`src/sv/lik_sqrt_cell.sv`:
```
// ----------------------------------------------------------------------------
// lik_sqrt_cell: one result bit of a restoring integer square root
// Trial-subtract root plus the current bit weight, then shift the root.
// ----------------------------------------------------------------------------
module lik_sqrt_cell #(
	parameter int NB = 25,
	parameter int K  = 0
) (
	input  logic            clk,
	input  logic            en,
	input  logic [2*NB-1:0] v_in,
	input  logic [2*NB-1:0] r_in,
	output logic [2*NB-1:0] v_out,
	output logic [2*NB-1:0] r_out
);
	localparam int VW = 2 * NB;

	logic [VW-1:0] v_q;
	logic [VW-1:0] r_q;
	logic [VW-1:0] bitv;
	logic [VW:0]   sum;
	logic [VW-1:0] v_n;
	logic [VW-1:0] r_n;

	always_comb begin
		bitv = VW'(1) << (2 * (NB - 1 - K));
		sum  = {1'b0, r_in} + {1'b0, bitv};
		if ({1'b0, v_in} >= sum) begin
			v_n = v_in - sum[VW-1:0];
			r_n = (r_in >> 1) + bitv;
		end else begin
			v_n = v_in;
			r_n = r_in >> 1;
		end
	end

	always_ff @(posedge clk) begin
		if (en) begin
			v_q <= v_n;
			r_q <= r_n;
		end
	end

	assign v_out = v_q;
	assign r_out = r_q;
endmodule

```
`config.mk`:
```
export PLATFORM = sky130hd
export DESIGN_NAME = lik_sqrt_cell
export DESIGN_NICKNAME = d
export VERILOG_FILES = /design/src/sv/lik_sqrt_cell.sv
export SDC_FILE = /design/constraint.sdc
export NUM_CORES = 1
export LEC_CHECK = 0
export BUFFER_PORTS_ARGS = -buffer_cell sky130_fd_sc_hd__buf_2
export CORE_ASPECT_RATIO = 1.4
export CORE_MARGIN = 4
export CORE_UTILIZATION = 37
export DETAILED_ROUTE_END_ITERATION = 16
export SYNTH_ARGS = -nofsm -noshare
export SYNTH_HDL_FRONTEND = slang
export SYNTH_SLANG_ARGS = --single-unit
```
`constraint.sdc`:
```
create_clock -name clk -period 6.85 [get_ports clk]
set_input_delay 1.0275 -clock clk [delete_from_list [all_inputs] [get_ports clk]]
set_output_delay 1.0275 -clock clk [all_outputs]
set_load 0.01 [all_outputs]
```
# Word level (Yosys, flattened, before mapping)
# Index checks and enable logic that the tools add are counted.
# op_classes
addsub	3
n_lt_le_gt_ge	1
n_mux	2
# ops
op	n
$add A50 B49 Y51 const B	1
$ge A50 B51 Y1	1
$add A49 B49 Y50 const B	1
$mux W50	1
$sub A50 B50 Y50	1
$mux W49	1
# word_totals
reg_bits	100
output_inout_bits	100

# Longest topological paths before layout
# logic_depth
ltp_word	3
ltp_mapped	12
mapped_depth_nobuf	12

# Worst setup path before layout
# Ideal clock, no wire load.
# synth_timing
kind	input -> register
startpoint	input port r_in[6]
endpoint	register v_q[44] (netlist: v_out[44]) (data pin)
arrival_time_ps	3512
required_time_ps	6590
path_slack_ps	3078
stages	11
path_buffers	1
cell_sequence	inv_1 -> ha_1 -> a21o_1 -> or3_1 -> o211ai_2 -> o211ai_2 -> o2111ai_2 -> nand3b_2 -> a211oi_4 -> buf_6 -> mux2_2
# synth_via
elab_chain_cells	3
elab_cells_between_ends	4
classes_between	add/sub: 2; order compare: 1; mux: 1
# synth_lines
element	line	source
from (decl)	12	input logic [2*NB-1:0] r_in,
$add A50 B49 Y51 (*)	27	sum = {1'b0, r_in} + {1'b0, bitv};
$sub A50 B50 Y50 or $ge A50 B51 Y1 (tied branches)	29, 28	
$mux W50 (*)	28	if ({1'b0, v_in} >= sum) begin
named net v_n[44]	22	logic [VW-1:0] v_n;
to (signal assigned)	39	v_q <= v_n;
to (decl)	18	logic [VW-1:0] v_q;
# The timed path passes the listed nets; every way through them passes the cells marked *.
# A chain may end at the register's enable or synchronous reset.

# Final worst setup path
# layout_timing
startpoint	input port v_in[0]
endpoint	register v_q[46] (netlist: v_out[46]) (data pin)
# layout_via
elab_chain_cells	2
elab_cells_between_ends	3
classes_between	add/sub: 1; order compare: 1; mux: 1
# layout_lines
element	line	source
from (decl)	11	input logic [2*NB-1:0] v_in,
$sub A50 B50 Y50 or $ge A50 B51 Y1 (tied branches)	29, 28	
$mux W50 (*)	28	
named net v_n[46]	22	
# Marks and branches as above.

==> flow_summary.ini <==
[critical_path]
crit_type = in -> reg
startpoint_type = input port
crit_fanout = 3
arrival_ps = 4430
cp-end-kind = register
crit_required_ps = 6960

[synth]
synthFlopType = edfxtp_1
synth_top_cell_by_area = edfxtp_1
synth_area_mm2 = 0.00685
netlist.area_leader.share_pct = 43.8
ys_types = 56
synthArstFlopShare_pct = 0
avgSynthCellArea_um2 = 10.5
ys_warn_count = 0
synth.area.top_cells = edfxtp_1 44%, ha_1 9.3%, mux2_2 6.6%, a21oi_1 4.3%, inv_1 3.4%
netlist_instances = 651
ys_ff_latch = 100
synth-seq-area-share_pct = 43.8
syn-num-nets = 805
synth_edf_count = 100

[floorplanning]
num_rows = 58
die_area_mm2 = 0.0208
die_h_um = 169
initial_core_util_pct = 37.9
die_x_um = 123
ios = 202
core_area_mm2 = 0.0181

[route]
wirelength_mm = 18.2
vias = 5563
top_layer = met5
dr_wl_met3_mm = 1.12
wl_per_cell_um = 16.8
wl_met2_mm = 9.39
met1Wirelength_mm = 7.19
postRouteAntennaNets = 0
avgViaCountPerCell = 5.13
drc_errors = 0
firstDrtPassIters = 4
drtIter0Drc = 377

[cts]
cts_setup_buffers = 0
clock_path_buffers = 2
clk_pin_slew_worst_paths_ps = 70
post_cts_resized = 0
clock_sinks = 100
cts-root-buf = clkbuf_16
htree_levels = 3
cts_buffers = 9
cts_hold_buffers = 0
tritoncts = yes

[placed_design]
numPortBuffers = 201
gp_congestion = 0.845
dp.cells = 1069
dp_hpwl_mm = 14.4

[timing]
hold_viol_final = 0
setup-violations-final = 0
worst_pin_slew_ps = 1050
finalSetupTns_ps = 0
clock.fmax_mhz = 232
relSlewSlack_pct = 30.1
min_period_over_period_pct = 63.0
holdWs_ps = 852
rsz0062_at_grt = false
fin_crit_ps = 4310
drv_slew = 0

[global_routing]
grt_start_max_net_pins = 68
grt_pass1_wl_mm = 28.4
grt_overflow_total = 0
grt_pass1_vias = 5657
grt_antenna_before_repair = 2
grt_use_total_pct = 17.3

[status]
status = finished, final reports clean

[min_path]
hp-class = in -> reg

[pwr]
p_leak_nw = 3.76
power_density_mw_per_mm2 = 224
ir_worst_vdd_mv = 0.0870

[layout]
n_fill_cell = 1765
diodes = 0
mostFrequentLayoutCells = 200 x buf_2, 100 x edfxtp_1, 62 x inv_1, 59 x a21oi_1, 51 x ha_1
finalNonFillerCells = 1084
regArea_mm2 = 0.00300
area_growth_pct = 22.0
finalNetCount = 994
drive_gt1_share_pct = 32.1
layout_commonest_cell = buf_2
multiInputGateArea_mm2 = 0.00348

[run]
cap_violations = 0
-- through the flow --
step | total power [mW] | utilization (%) | cell area, µm² | worst slack, ps
2_1_floorplan | 1.15 | - | 6850 | 3080
3_3_place_gp | 1.34 | 44.5 | 8050 | 2230
3_5_place_dp | 1.34 | 44.5 | 8050 | 2210
4_1_cts | 1.90 | 46.3 | 8360 | 2580
5_1_grt | 1.98 | 46.3 | 8360 | 2280
6_report | 1.88 | 46.3 | 8360 | 2540
-- layer usage --
| layer | vias up | GRT usage (%) |
|---|---|---|
| met1 | 2573 | 20.0 |
| met5 | - | 0 |
| met3 | 28 | 3.21 |
| met4 | 4 | 6.41 |
| li1 | 2803 | - |
| met2 | 155 | 31.2 |
-- cells in the mapped netlist (3+ instances only) --
library cell / number
nand2b_1: 5
o21a_1: 4
xnor2_1: 19
a21o_1: 25
o21bai_1: 12
nor2_1: 24
mux2_2: 40
nor3_1: 11
o31ai_1: 7
clkbuf_1: 18
a31oi_1: 7
o21ai_0: 27
xor2_1: 26
or3_1: 4
and4_1: 4
a211oi_1: 5
and3_1: 6
inv_1: 62
o211ai_1: 5
a21oi_1: 59
o41ai_1: 3
mux2_1: 7
nand4_1: 12
ha_1: 51
nor3b_1: 4
nand2_1: 42
buf_2: 3
buf_6: 5
mux2i_1: 3
nand3_1: 14
and2_1: 3
edfxtp_1: 100
-- report_power, final --
| group | total [mW] | internal [mW] | switching [mW] |
|---|---|---|---|
| registers | 0.770 | 0.757 | 0.0136 |
| clock network | 0.556 | 0.319 | 0.237 |
| logic | 0.549 | 0.237 | 0.312 |
| total | 1.88 | 1.31 | 0.563 |
-- worst max-delay path: stages --
cell,delay [ps]
buf_2,100
inv_1,80
ha_1,200
inv_1,60
fa_1,430
a211oi_1,310
o211ai_1,250
nand3_1,210
nand2_1,160
a2111oi_1,950
o31ai_1,220
xnor2_1,170
mux2_2,260
-- final timing paths --
check                    from                  end  slack (ps)  depth (start not counted)
worst max-delay path  v_in[0]  v_out[46]$_DFFE_PP_        2540                         13
worst min-delay path  r_in[5]   r_out[4]$_DFFE_PP_         850                          1
-- logic make-up (layout without fill, tap and decap cells) --
| family | count (synthesis) | count (layout) | synth area share (%) |
|---|---|---|---|
| AOI/OAI and AO/OA | 179 | 179 | 17.3 |
| adders and majority gates | 52 | 52 | 9.60 |
| xor gates and xnor gates | 45 | 45 | 5.75 |
| buffers and inverters | 88 | 281 | 5.42 |
| muxes | 50 | 50 | 8.16 |
| and+or+nand+nor | 137 | 137 | 9.97 |
| DFF | 100 | 100 | 43.8 |
-- cell type report --
cell class | count | area share [%]
tap | 240 | 3.59
multi-input combinational | 463 | 41.6
inverter | 62 | 2.78
timing repair buffer | 204 | 12.3
clock inverter | 6 | 1.06
sequential | 100 | 35.9
clock buffer | 9 | 2.69
-- sequential cells by signal (all words and copies together) (netlist names) --
| register | cells |
|---|---|
| r_out | 50 |
| v_out | 50 |
(Power assumes the default switching activity.)
