[config.mk]
export PLATFORM = sky130hd
export DESIGN_NAME = lik_div_cell
export DESIGN_NICKNAME = d
export VERILOG_FILES = /design/src/sv/lik_div_cell.sv
export SDC_FILE = /design/constraint.sdc
export NUM_CORES = 1
export LEC_CHECK = 0
export BUFFER_PORTS_ARGS = -buffer_cell sky130_fd_sc_hd__buf_4
export CAP_MARGIN = 25
export CORE_AREA = 4 4 96 98
export CTS_BUF_LIST = sky130_fd_sc_hd__clkbuf_4 sky130_fd_sc_hd__clkbuf_8
export DETAILED_ROUTE_END_ITERATION = 10
export DIE_AREA = 0 0 100 102
export PLACE_DENSITY = 0.87
export SLEW_MARGIN = 40
export SYNTH_ARGS = -nofsm -noshare
export SYNTH_HDL_FRONTEND = slang
export SYNTH_SLANG_ARGS = --single-unit
[constraint.sdc]
create_clock -name clk -period 4 [get_ports clk]
set_clock_uncertainty 0.1 [all_clocks]
set_input_delay 0 -clock clk [delete_from_list [all_inputs] [get_ports clk]]
set_output_delay 0 -clock clk [all_outputs]
set_load 0.05 [all_outputs]
[src/sv/lik_div_cell.sv]
// ----------------------------------------------------------------------------
// lik_div_cell: one quotient bit of a restoring divider
// Subtract the shifted divisor when it fits and set quotient bit K.
// ----------------------------------------------------------------------------
module lik_div_cell #(
	parameter int RW = 40,
	parameter int DW = 27,
	parameter int QW = 13,
	parameter int K  = 0
) (
	input  logic          clk,
	input  logic          en,
	input  logic [RW-1:0] rem_in,
	input  logic [DW-1:0] d_in,
	input  logic [QW-1:0] q_in,
	output logic [RW-1:0] rem_out,
	output logic [DW-1:0] d_out,
	output logic [QW-1:0] q_out
);
	logic [RW-1:0] rem_q;
	logic [DW-1:0] d_q;
	logic [QW-1:0] q_q;
	logic [RW-1:0] dk;
	logic [RW-1:0] rem_n;
	logic [QW-1:0] q_n;

	always_comb begin
		dk = RW'(d_in) << K;
		if (rem_in >= dk) begin
			rem_n = rem_in - dk;
			q_n   = q_in | (QW'(1) << K);
		end else begin
			rem_n = rem_in;
			q_n   = q_in;
		end
	end

	always_ff @(posedge clk) begin
		if (en) begin
			rem_q <= rem_n;
			d_q   <= d_in;
			q_q   <= q_n;
		end
	end

	assign rem_out = rem_q;
	assign d_out   = d_q;
	assign q_out   = q_q;
endmodule

# Yosys cells after proc, flatten, opt, wreduce, memory -nomap -nowiden
# Index checks and enable logic that the tools add are counted.
# op_classes
add_sub_neg,1
order_cmp,1
n_mux,1
# op_table
op,count
40-bit by 27-bit greater-or-equal comparator with 1-bit output,1
40-bit two-way mux,1
40-bit by 27-bit subtractor with 40-bit output,1
# word_totals
elab_cells,7
reg_bits,80
output_inout_bits,80
inputBits,82

# Depth between registers and ports, before layout
# logic_depth
ltp_word,2
mapped_depth,12
mapped_depth_nobuf,11

# Worst setup path after synthesis
# Ideal clock, no wire load.
# synth_timing
path_kind,input-to-reg
from,input port rem_in[0]
to,"register rem_q[39], in the netlist rem_out[39], data pin"
arrival_time_ns,2.211
setup_ns,0.258
path_stages,12
n_path_buf,1
slack_ns,1.431
required_ns,3.642
path_cell_list,inv_1 -> ha_1 -> fa_1 -> nor2b_1 -> o31ai_1 -> a311oi_2 -> o21ai_2 -> a21o_1 -> buf_6 -> nor4_4 -> nand4_1 -> xnor2_1
# synth_between
elab_chain_len,2
word_cells_on_any_way,3
cone_classes,add/sub: 1; order compare: 1; mux: 1
# synth_rtl
item,line,rtl
from (decl),13,"input logic [RW-1:0] rem_in,"
40-bit by 27-bit subtractor with 40-bit output or 40-bit by 27-bit greater-or-equal comparator with 1-bit output (tied branches),"30, 29",
40-bit two-way mux *,29,if (rem_in >= dk) begin
named net rem_n[39],24,logic [RW-1:0] rem_n;
to (signal assigned),40,rem_q <= rem_n;
to (decl),20,logic [RW-1:0] rem_q;
# Mark *: on every way through the listed nets, which the timed path passes. The rest lies on a longest branch.
# A chain may end at the register's enable or synchronous reset.

# Worst setup path in the final report
# layout_timing
from,input port rem_in[0]
to,"register rem_q[34], in the netlist rem_out[34], data pin"
# Same word-level chain as after synthesis.

==> results.sh <==
export IMPL_outcome="finished clean"
export IMPL_dp_slack_ns=1.10
export IMPL_die_x_um=100
export IMPL_crit_slowest_cell="dlygate4sd3_1"
export IMPL_worstPathRequired_ns=4.00
export IMPL_postRouteWirelength_um=13800
export IMPL_drv_cap=0
export IMPL_cts_resized=0
export IMPL_layout_common_cells="161 x buf_4, 84 x dlygate4sd3_1, 80 x edfxtp_1, 46 x nand2_1, 36 x o21ai_0"
export IMPL_synth_edf_count=80
export IMPL_io_buffer_count=161
export IMPL_register_area_mm2=0.00240
export IMPL_drt_iter0_markers=442
export IMPL_worst_hold_slack_ns=0.0606
export IMPL_path_max_fanout=7
export IMPL_layout_setup_ws_ns=0.358
export IMPL_hpwl_um=8550
export IMPL_dp_cells=677
export IMPL_power_density_mw_per_mm2=383
export IMPL_crit_buf_inv=4
export IMPL_multi_input_area_mm2=0.00202
export IMPL_io_pins=162
export IMPL_cts_tree="built"
export IMPL_ir_worst_vdd_mv=0.287
export IMPL_yosysWarnings=0
export IMPL_syn_num_nets=525
export IMPL_ys_types=56
export IMPL_critPathKind="input pin to flop"
export IMPL_grt_max_degree=81
export IMPL_yosys_register_bits=80
export IMPL_die_height_um=102
export IMPL_clk_path_buf_depth=2
export IMPL_gr_total_overflow=0
export IMPL_synthFlopType="edfxtp_1"
export IMPL_setup_worst_path_start_class="input pin"
export IMPL_relSlewSlack_pct=51.9
export IMPL_fillers=450
export IMPL_arrival_ns=3.64
export IMPL_slowest_delay_ns=0.57
export IMPL_start_util_pct=54.3
export IMPL_final_common_cell="buf_4"
export IMPL_num_antenna_cells=0
export IMPL_syn_area_per_cell_um2=11.1
export IMPL_h_tree_depth=3
export IMPL_antenna_found_initial=0
export IMPL_finalSetupViolations=0
export IMPL_core_area_mm2=0.00847
export IMPL_clock_fmax_mhz=275
export IMPL_drive_gt1_share_pct=27.7
export IMPL_end_kind="flop"
export IMPL_wl_per_cell_um=17.8
export IMPL_nets=774
export IMPL_numCtsBuffers=9
export IMPL_area_delta_synth_final_pct=51.5
export IMPL_worstMarginPinSlew_ns=0.721
export IMPL_place_gp_congestion=0.863
export IMPL_grt_usage_pct=27.0
export IMPL_crit_chain="dlygate4sd3_1 -> buf_4 -> inv_1 -> ha_1 -> fa_1 -> nor2b_1 -> o31ai_1 -> a311oi_2 -> o21ai_2 -> a21o_1 -> nor4_4 -> nand3_1 -> xnor2_1 -> dlygate4sd3_1"
export IMPL_fin_crit_ns=3.64
export IMPL_firstDrtPassIters=7
export IMPL_path_common_cell="dlygate4sd3_1"
export IMPL_fin_cells=776
export IMPL_avgViaCountPerCell=5.66
export IMPL_dr_total_vias=4394
export IMPL_p_leak_nw=2.97
export IMPL_die_area_mm2=0.0102
export IMPL_root_buffer="clkbuf_8"
export IMPL_hold_viol=0
export IMPL_postCtsHoldBufs=84
export IMPL_fp_row_count=34
export IMPL_min_path_type="input pin to flop"
export IMPL_syn_area_mm2=0.00460
export IMPL_grt_pass1_vias=4472
export IMPL_clk_pin_slew_ns=0.10
export IMPL_drc=0
export IMPL_rsz0062_at_grt="no"
export IMPL_post_cts_setup_buffers=0
export IMPL_drv_slew=0
export IMPL_synthArstFlopShare_pct=0
export IMPL_ant_nets=0
export IMPL_crit_family="buffers and inverters"
export IMPL_fin_setup_tns_ns=0
export IMPL_grt_pass1_wl_um=21700
export IMPL_cts_sinks=80
export IMPL_fin_crit_sh_pct=91.1
export IMPL_synth_seq_area_share_pct=52.3
export IMPL_synthCells=415
area by class of cell:
type,instances,share of cell area (%)
clock inverters,6,1.33
clock buffers,9,1.78
inverters,34,1.83
multi-input cells,293,29.0
well taps,108,1.94
repair buffers,246,29.6
flip-flops and latches,80,34.5
kinds of logic (layout without fill, tap and decap cells):
kind of cell | Yosys count | after routing | synth area share (%)
and+or+nand+nor | 119 | 119 | 13.4
AOI/OAI and AO/OA | 112 | 112 | 16.2
DFF | 80 | 80 | 52.3
buffers and inverters | 42 | 295 | 3.76
xor gates and xnor gates | 32 | 32 | 6.10
adders and majority gates | 28 | 28 | 7.79
muxes | 2 | 2 | 0.463
synthesized netlist by cell type (2+ instances only):
cell type,number,area share [%]
xnor2_1,23,4.4
o211ai_1,2,0.33
a221o_1,2,0.44
nand4b_1,2,0.38
nor4_1,3,0.41
and3_1,4,0.54
nand2b_1,6,0.82
a211oi_1,7,1.1
ha_1,27,7.4
o31ai_1,6,0.98
o21ai_1,3,0.33
o21a_1,2,0.33
o2111a_1,2,0.49
a21o_1,11,1.8
o311a_1,2,0.44
nor2b_1,5,0.68
nor3_1,10,1.1
a21boi_0,3,0.49
nor2_1,15,1.2
and2_1,5,0.68
nand3b_1,2,0.33
edfxtp_1,80,52
nand4_1,7,0.95
a21oi_1,20,2.2
nand3_1,4,0.44
o21bai_1,5,0.82
nand2_1,46,3.8
buf_2,6,0.65
o21ai_0,36,3.9
or3_1,2,0.27
xor2_1,9,1.7
inv_1,34,2.8
report_power, final:
part | switching, W | internal (W) | leakage, nW | total, W
clock network | 0.000311 | 0.000353 | 0.102 | 0.000664
registers | 0.0000305 | 0.00104 | 0.784 | 0.00107
logic | 0.000597 | 0.000342 | 2.08 | 0.000940
total | 0.000939 | 0.00173 | 2.97 | 0.00267
metrics by stage:
stage | cell area (µm²) | utilization [%] | total power (W)
final | 6960 | 82.2 | 0.00267
after CTS | 6960 | 82.2 | 0.00265
after detailed placement | 5910 | 69.8 | 0.00193
after floorplan | 4600 | - | 0.00164
after global placement | 5900 | 69.7 | 0.00191
after global routing | 6960 | 82.2 | 0.00277
path summary, 6_finish.rpt:
check,start,endpoint,slack (ns),cells past startpoint
max,rem_in[0],rem_out[34],0.36,14
min,en,q_out[6],0.06,1
flip-flops by register name, summed over array words and instances, names as in the netlist:
signal,cells
q_out,13
rem_out,40
d_out,27
routing by layer:
metal	up-vias	GRT usage, %	wire length, µm
met4	0	15.4	796
met3	73	4.78	1110
met2	287	48.1	6970
li1	2035	-	-
met5	-	0	0
met1	1999	30.5	4940
Note: power is estimated with default switching activity, not from simulation.
