[src/sv/lik_pkg.sv]
// ----------------------------------------------------------------------------
// lik_pkg: shared constants and tables for leg inverse kinematics
// Field widths, reset values and the CORDIC arctangent table.
// ----------------------------------------------------------------------------
package lik_pkg;

	localparam int COORD_W           = 16;
	localparam int IN_W              = 6 * COORD_W;
	localparam int YAW_W             = 15;
	localparam int PITCH_W           = 14;
	localparam int KNEE_W            = 14;
	localparam int OUT_W             = 48;
	localparam int USER_W            = 1;
	localparam int SEG_W             = 13;
	localparam logic [SEG_W-1:0] SEG_RESET = 13'd2048;
	localparam int DEF_FRAC_BITS     = 12;
	localparam int DEF_CORDIC_STAGES = 16;
	localparam int IO_FRAC           = 12;
	localparam int PI_Q12            = 12868;
	localparam int HALF_PI_Q12       = 6434;
	localparam logic signed [63:0] HALF_PI_Q30 = 64'sh6487ED51;
	// horizontal length square root: 25 result bits over a 50-bit radicand
	localparam int H_BITS            = 25;

	function automatic logic signed [63:0] atan_q30(input int i);
		logic signed [63:0] t;
		case (i)
			0:  t = 64'sh3243F6A8;
			1:  t = 64'sh1DAC6705;
			2:  t = 64'sh0FADBAFC;
			3:  t = 64'sh07F56EA6;
			4:  t = 64'sh03FEAB76;
			5:  t = 64'sh01FFD55B;
			6:  t = 64'sh00FFFAAA;
			7:  t = 64'sh007FFF55;
			8:  t = 64'sh003FFFEA;
			9:  t = 64'sh001FFFFD;
			10: t = 64'sh000FFFFF;
			11: t = 64'sh0007FFFF;
			12: t = 64'sh0003FFFF;
			13: t = 64'sh0001FFFF;
			14: t = 64'sh0000FFFF;
			15: t = 64'sh00007FFF;
			16: t = 64'sh00003FFF;
			17: t = 64'sh00001FFF;
			18: t = 64'sh00000FFF;
			19: t = 64'sh000007FF;
			20: t = 64'sh000003FF;
			21: t = 64'sh000001FF;
			22: t = 64'sh000000FF;
			23: t = 64'sh0000007F;
			default: t = 64'sh0;
		endcase
		return t;
	endfunction

	// round a Q.30 angle half up to frac fractional bits
	function automatic logic signed [63:0] q30_to_frac(input logic signed [63:0] t,
			input int frac);
		return (t + (64'sd1 <<< (29 - frac))) >>> (30 - frac);
	endfunction

	function automatic logic signed [63:0] atan_step(input int i, input int frac);
		return q30_to_frac(atan_q30(i), frac);
	endfunction

endpackage

[src/sv/lik_cordic_cell.sv]
// ----------------------------------------------------------------------------
// lik_cordic_cell: one micro-rotation of a vectoring CORDIC
// Rotate toward the x axis and accumulate the table angle of this stage.
// ----------------------------------------------------------------------------
module lik_cordic_cell #(
	parameter int CW    = 32,
	parameter int ZW    = 16,
	parameter int STAGE = 0,
	parameter int FRAC  = 12
) (
	input  logic                 clk,
	input  logic                 en,
	input  logic signed [CW-1:0] x_in,
	input  logic signed [CW-1:0] y_in,
	input  logic signed [ZW-1:0] z_in,
	input  logic                 flag_in,
	output logic signed [CW-1:0] x_out,
	output logic signed [CW-1:0] y_out,
	output logic signed [ZW-1:0] z_out,
	output logic                 flag_out
);
	import lik_pkg::*;

	localparam logic signed [ZW-1:0] STEP = ZW'(atan_step(STAGE, FRAC));

	logic signed [CW-1:0] x_q, y_q, xs, ys, x_n, y_n;
	logic signed [ZW-1:0] z_q, z_n;
	logic                 flag_q;

	always_comb begin
		xs = x_in >>> STAGE;
		ys = y_in >>> STAGE;
		if (y_in > 0) begin
			x_n = x_in + ys;
			y_n = y_in - xs;
			z_n = z_in + STEP;
		end else begin
			x_n = x_in - ys;
			y_n = y_in + xs;
			z_n = z_in - STEP;
		end
	end

	always_ff @(posedge clk) begin
		if (en) begin
			x_q    <= x_n;
			y_q    <= y_n;
			z_q    <= z_n;
			flag_q <= flag_in;
		end
	end

	assign x_out    = x_q;
	assign y_out    = y_q;
	assign z_out    = z_q;
	assign flag_out = flag_q;
endmodule

[config.mk]
export PLATFORM = sky130hd
export DESIGN_NAME = lik_cordic_cell
export DESIGN_NICKNAME = d
export VERILOG_FILES = /design/src/sv/lik_pkg.sv /design/src/sv/lik_cordic_cell.sv
export SDC_FILE = /design/constraint.sdc
export NUM_CORES = 1
export LEC_CHECK = 0
export ABC_AREA = 0
export BUFFER_PORTS_ARGS = -buffer_cell sky130_fd_sc_hd__buf_4
export CAP_MARGIN = 25
export CORE_ASPECT_RATIO = 0.6
export CORE_MARGIN = 2
export CORE_UTILIZATION = 38
export CTS_CLUSTER_SIZE = 25
export DETAILED_ROUTE_END_ITERATION = 7
export GPL_ROUTABILITY_DRIVEN = 0
export GPL_TIMING_DRIVEN = 0
export PLACE_DENSITY_LB_ADDON = 0.08
export SLEW_MARGIN = 20
export SYNTH_ARGS = -nofsm -noshare
export SYNTH_HDL_FRONTEND = slang
export SYNTH_SLANG_ARGS = --single-unit
export TNS_END_PERCENT = 50
[constraint.sdc]
create_clock -name clk -period 7 [get_ports clk]
set_input_delay 1.75 -clock clk [delete_from_list [all_inputs] [get_ports clk]]
set_output_delay 1.75 -clock clk [all_outputs]
set_load 0.1 [all_outputs]
# ---- After elaboration in Yosys (flattened, before gate mapping)
# Cells that the tools add are included.
dict set report totals {
  register_bits 81
  output_inout_bits 81
  word_cells 13
}
dict set report classes {
  n_addsub 5
  n_lt_le_gt_ge 1
  mux 3
}
# operator count
set ops {}
lappend ops {{32-bit two-way mux} 2}
lappend ops {{32-bit subtractor} 2}
lappend ops {{32-bit adder} 1}
lappend ops {{32-bit by 1-bit > comparator with 1-bit output, second input constant} 1}
lappend ops {{16-bit by 13-bit adder with 16-bit output, second input constant} 1}
lappend ops {{16-bit two-way mux} 1}
lappend ops {{16-bit by 13-bit subtractor with 16-bit output, second input constant} 1}

# ---- Logic depth before layout (Yosys ltp)
dict set report depth {
  ltp_word 2
  depth_mapped 15
  depth_no_buf 14
}

# ---- Worst setup path before layout
# Ideal clock, no wire load.
dict set report synth_timing {
  path_kind {in2reg}
  start {input port y_in[10]}
  end {register z_q[15], in the netlist z_out[15] (data pin)}
  setup_ps 260
  t_arrival_ps 5190
  required_time_ps 6740
  setup_slack_ps 1550
  cell_stages 15
  cell_sequence {nor4_1 nand4_1 o21bai_1 clkbuf_1 buf_1 ha_1 a211oi_1 o211a_1 o311ai_0 o211a_1 o21a_1 o21a_1 o21a_1 nor2_1 xnor2_1}
}
dict set report synth_between {
  elab_chain_cells 2
}
# item line
set synth_lines {}
lappend synth_lines {{from (decl)} lik_cordic_cell.sv:14} ;# input logic signed [CW-1:0] y_in,
lappend synth_lines {{32-bit by 1-bit > comparator with 1-bit output} lik_cordic_cell.sv:33} ;# if (y_in > 0) begin
lappend synth_lines {{16-bit two-way mux} lik_cordic_cell.sv:33}
lappend synth_lines {{named net z_n[15]} lik_cordic_cell.sv:27} ;# logic signed [ZW-1:0] z_q, z_n;
lappend synth_lines {{to (signal assigned)} lik_cordic_cell.sv:48} ;# z_q <= z_n;
lappend synth_lines {{to (decl)} lik_cordic_cell.sv:27}
# The timed path passes the listed nets, and every way through them passes these cells.
# A chain may end at the register's enable or synchronous reset.

# ---- Final worst setup path
dict set report layout_timing {
  start {input port y_in[30]}
  end {register z_q[15], in the netlist z_out[15] (data pin)}
}
# Same word-level chain as after synthesis.

==> metrics.md <==
| Metric | Value |
|---|---|
| Synth Net Count | 1252 |
| Hold endpoint | flag_out$_DFFE_PP_ |
| Pwr Density | 238.7 nW/µm² |
| Final Hold Viols | 0 |
| H-Tree Depth | 3 |
| Initial antenna violation count | 1 |
| Mapped Cells | 1058 |
| Detailed-route DRC error count | 0 |
| CTS root buffer | clkbuf_16 |
| Final Instance Count excl. Fillers | 1547 |
| DR WL met2 | between 10000 and 15000 µm |
| CTS tree | yes |
| Worst Setup Start Kind | primary input |
| First-pass GRT wire length | 48930 µm |
| Main synth FF type | edfxtp_1 |
| Fin crit period | ~6.5 ns |
| Final core occ | 47.79% |
| Nets | 1428 |
| RSZ-0062 raised after global routing | false |
| Post-synthesis instance area | 8735 µm² |
| Uppermost layer routed | met4 |
| CP required | 7.10 ns |
| Synth area leaders | edfxtp_1 28%, ha_1 15%, a21oi_1 6.6% |
| Post-synth cell types | 73 |
| Wl on met1 | 16370 µm |
| PostCTS Resize Cnt | 0 |
| Antenna cells | 0 |
| Final-report max-slew violation count | 0 |
| Final WL | about 33000 µm |
| Grt ovf | 0 |
| Post-CTS setup buffer count | 0 |
| Flops & latches, synth | 80 |
| Crit path kind | in -> reg |
| Routed via count | 8869 |
| Clk sinks | 80 |
| Initial Utilization | 39.20% |
| Drt wl/cell | 21.56 µm |
| Number of enable flip-flop cells after synthesis | 80 |
| Die height | 121.4 µm |
| Crit path arrival time | 6.56 ns |
| Maximum VDD drop | 0.1094 mV |
| Status | completed |
| Synth-to-layout area growth | 21.90% |
| Cts bufs inserted | 9 |
| Setup violators final | 0 |
| Pre-antenna DRT Iters | 7 |
| DP Cell Count | 1530 |
| Worst setup EP type | flip-flop |
| Worst-path fanout max | 19 |
| Die W | 199.7 µm |
| Fin crit share | between 90% and 100% |
| Core ar. | 22280 µm² |
| Iteration-0 DRC Markers | 1107 |
| Antenna-violating nets left | 0 |
| Met3 WL | 5550 µm |
| Num rows | 42 |
| Hold path cells | 1 |
| Avg Inst Size Synth | 8.256 µm² |
| Number of global-route vias before repair | 7971 |
| Leakage | around 4.7 nW |
| GRT Util Overall | 27.51% |
| Largest net degree at the start of global routing | 81 |
| Relative slew slack | 24.37% |
| Via/cell ratio | about 5.7 |
| Yosys top cell by area | edfxtp_1 |
| Synth Warn # | 0 |
| CTS Buffer Depth | 2 |
| Maximum capacitance violations | 0 |
| Fill cells | 2288 |
| Slew of the pin with the lowest slew margin | about 1.1 ns |
| Async S/R FF share, synth | 0% |
| I/O pin count | 164 |
| Seq/Total Area, Yosys | 27.50% |
| Fmax | roughly 150 MHz |
| Die ar. | 24250 µm² |
| Hold_sp | flag_in |
| HP Class | in -> reg |
| Layout cells sized above 1 | 16.95% |
| Clock-pin slew on the worst setup and hold paths | 0.06 ns |
| Port bufs | about 160 |
| Post-detail-place hpwl | 27410 µm |
| Synth top area share | 27.50% |
| Hold buffer count at cts | 0 |
| Synth cell count leaders | 115 x a21oi_1, 115 x nor2_1, 107 x ha_1 |
-- registers in the layout, indices dropped and copies added (netlist names) --
| register | flops |
|---|---|
| z_out | 16 |
| flag_out | 1 |
| y_out | 31 |
| x_out | 32 |
-- worst max-delay path, stage by stage --
cell and delay, ns:
buf_4 0.16, nor4_1 0.34, nand4_1 0.22, o21bai_1 0.68, clkbuf_1 0.58, buf_2 0.66, ha_1 0.34, o21ai_0 0.13
o211a_1 0.24, o311ai_0 0.65, o211a_1 0.26, o21a_1 0.13, o21a_1 0.13, o21a_1 0.11, nor2_1 0.04, xnor2_1 0.11
-- placed cells by master, fill, tap and decap left out, types with 4 or more instances in the layout --
cell type	count
o21a_1	9
clkbuf_1	22
and2_1	5
o211a_1	4
nor2b_1	17
buf_4	164
nand4_1	14
fa_1	4
o31ai_1	11
a21oi_1	115
nand3b_1	4
o21bai_1	12
o211ai_1	7
inv_1	99
nor2_1	115
ha_1	107
a31oi_1	12
a21o_1	30
nand2b_1	9
nand2_1	50
edfxtp_1	80
clkbuf_16	9
nor3_1	24
or3_1	6
xnor2_1	57
buf_2	13
xor2_1	15
buf_1	12
mux2i_1	9
a211oi_1	16
nor4_1	16
nand3_1	14
o21ai_1	13
o21ai_0	69
-- power breakdown --
| part | switching [W] | internal (W) | total [W] |
|---|---|---|---|
| Sequential | 0.0000226 | 0.000637 | 0.000659 |
| Clock | 0.000206 | 0.000242 | 0.000448 |
| Combinational | 0.00108 | 0.000357 | 0.00144 |
-- how the worst max path moves through the flow --
stage | start | to | slack (ns) | depth (start not counted)
after floorplan | y_in[10] | z_out[15]$_DFFE_PP_ | 1.55 | 15
after global placement | y_in[30] | z_out[15]$_DFFE_PP_ | -0.21 | 16
after detailed placement | y_in[30] | z_out[15]$_DFFE_PP_ | 0.36 | 16
after CTS | y_in[0] | z_out[15]$_DFFE_PP_ | 0.74 | 16
after global routing | y_in[30] | z_out[15]$_DFFE_PP_ | 0.52 | 16
final | y_in[30] | z_out[15]$_DFFE_PP_ | 0.54 | 16
-- metal layers --
metal | vias up | track usage (%)
li1 | 4159 | -
met1 | 4065 | 43.48
met2 | 605 | 31.42
met3 | 40 | 12.95
met4 | 0 | 6.481
met5 | - | 0
-- stage by stage --
step	power [W]	cell area (µm²)	setup slack, ns	hold WS, ns	TNS [ns]
floorplan	0.001701	8735	1.550	1.849	0
global placement	0.002069	10340	-0.2124	1.932	-0.2412
detailed placement	0.002073	10350	0.3612	1.930	0
CTS	0.002528	10620	0.7353	1.558	0
global route	0.002649	10650	0.5211	1.564	0
finish	0.002542	10650	0.5441	1.572	0
-- final cells by class --
| class | count | area, µm² | area share (%) |
|---|---|---|---|
| plain buffers | 47 | 203.9 | 1.915 |
| well taps | 308 | 385.4 | 3.619 |
| multi-input cells | 830 | 5751 | 54.01 |
| flip-flops and latches | 80 | 2402 | 22.56 |
| inverters | 101 | 379.1 | 3.561 |
| clock buffers | 10 | 229.0 | 2.150 |
| repair buffers | 165 | 1255 | 11.79 |
| clock inverters | 6 | 42.54 | 0.3995 |
-- logic make-up after synthesis --
kind of cell	share of synthesized area [%]
AOI/OAI and AO/OA	25.38
muxes	1.031
DFF	27.50
xor gates and xnor gates	7.220
buffers and inverters	6.661
and+or+nand+nor	15.96
adders and majority gates	16.24
(Power assumes the default switching activity.)
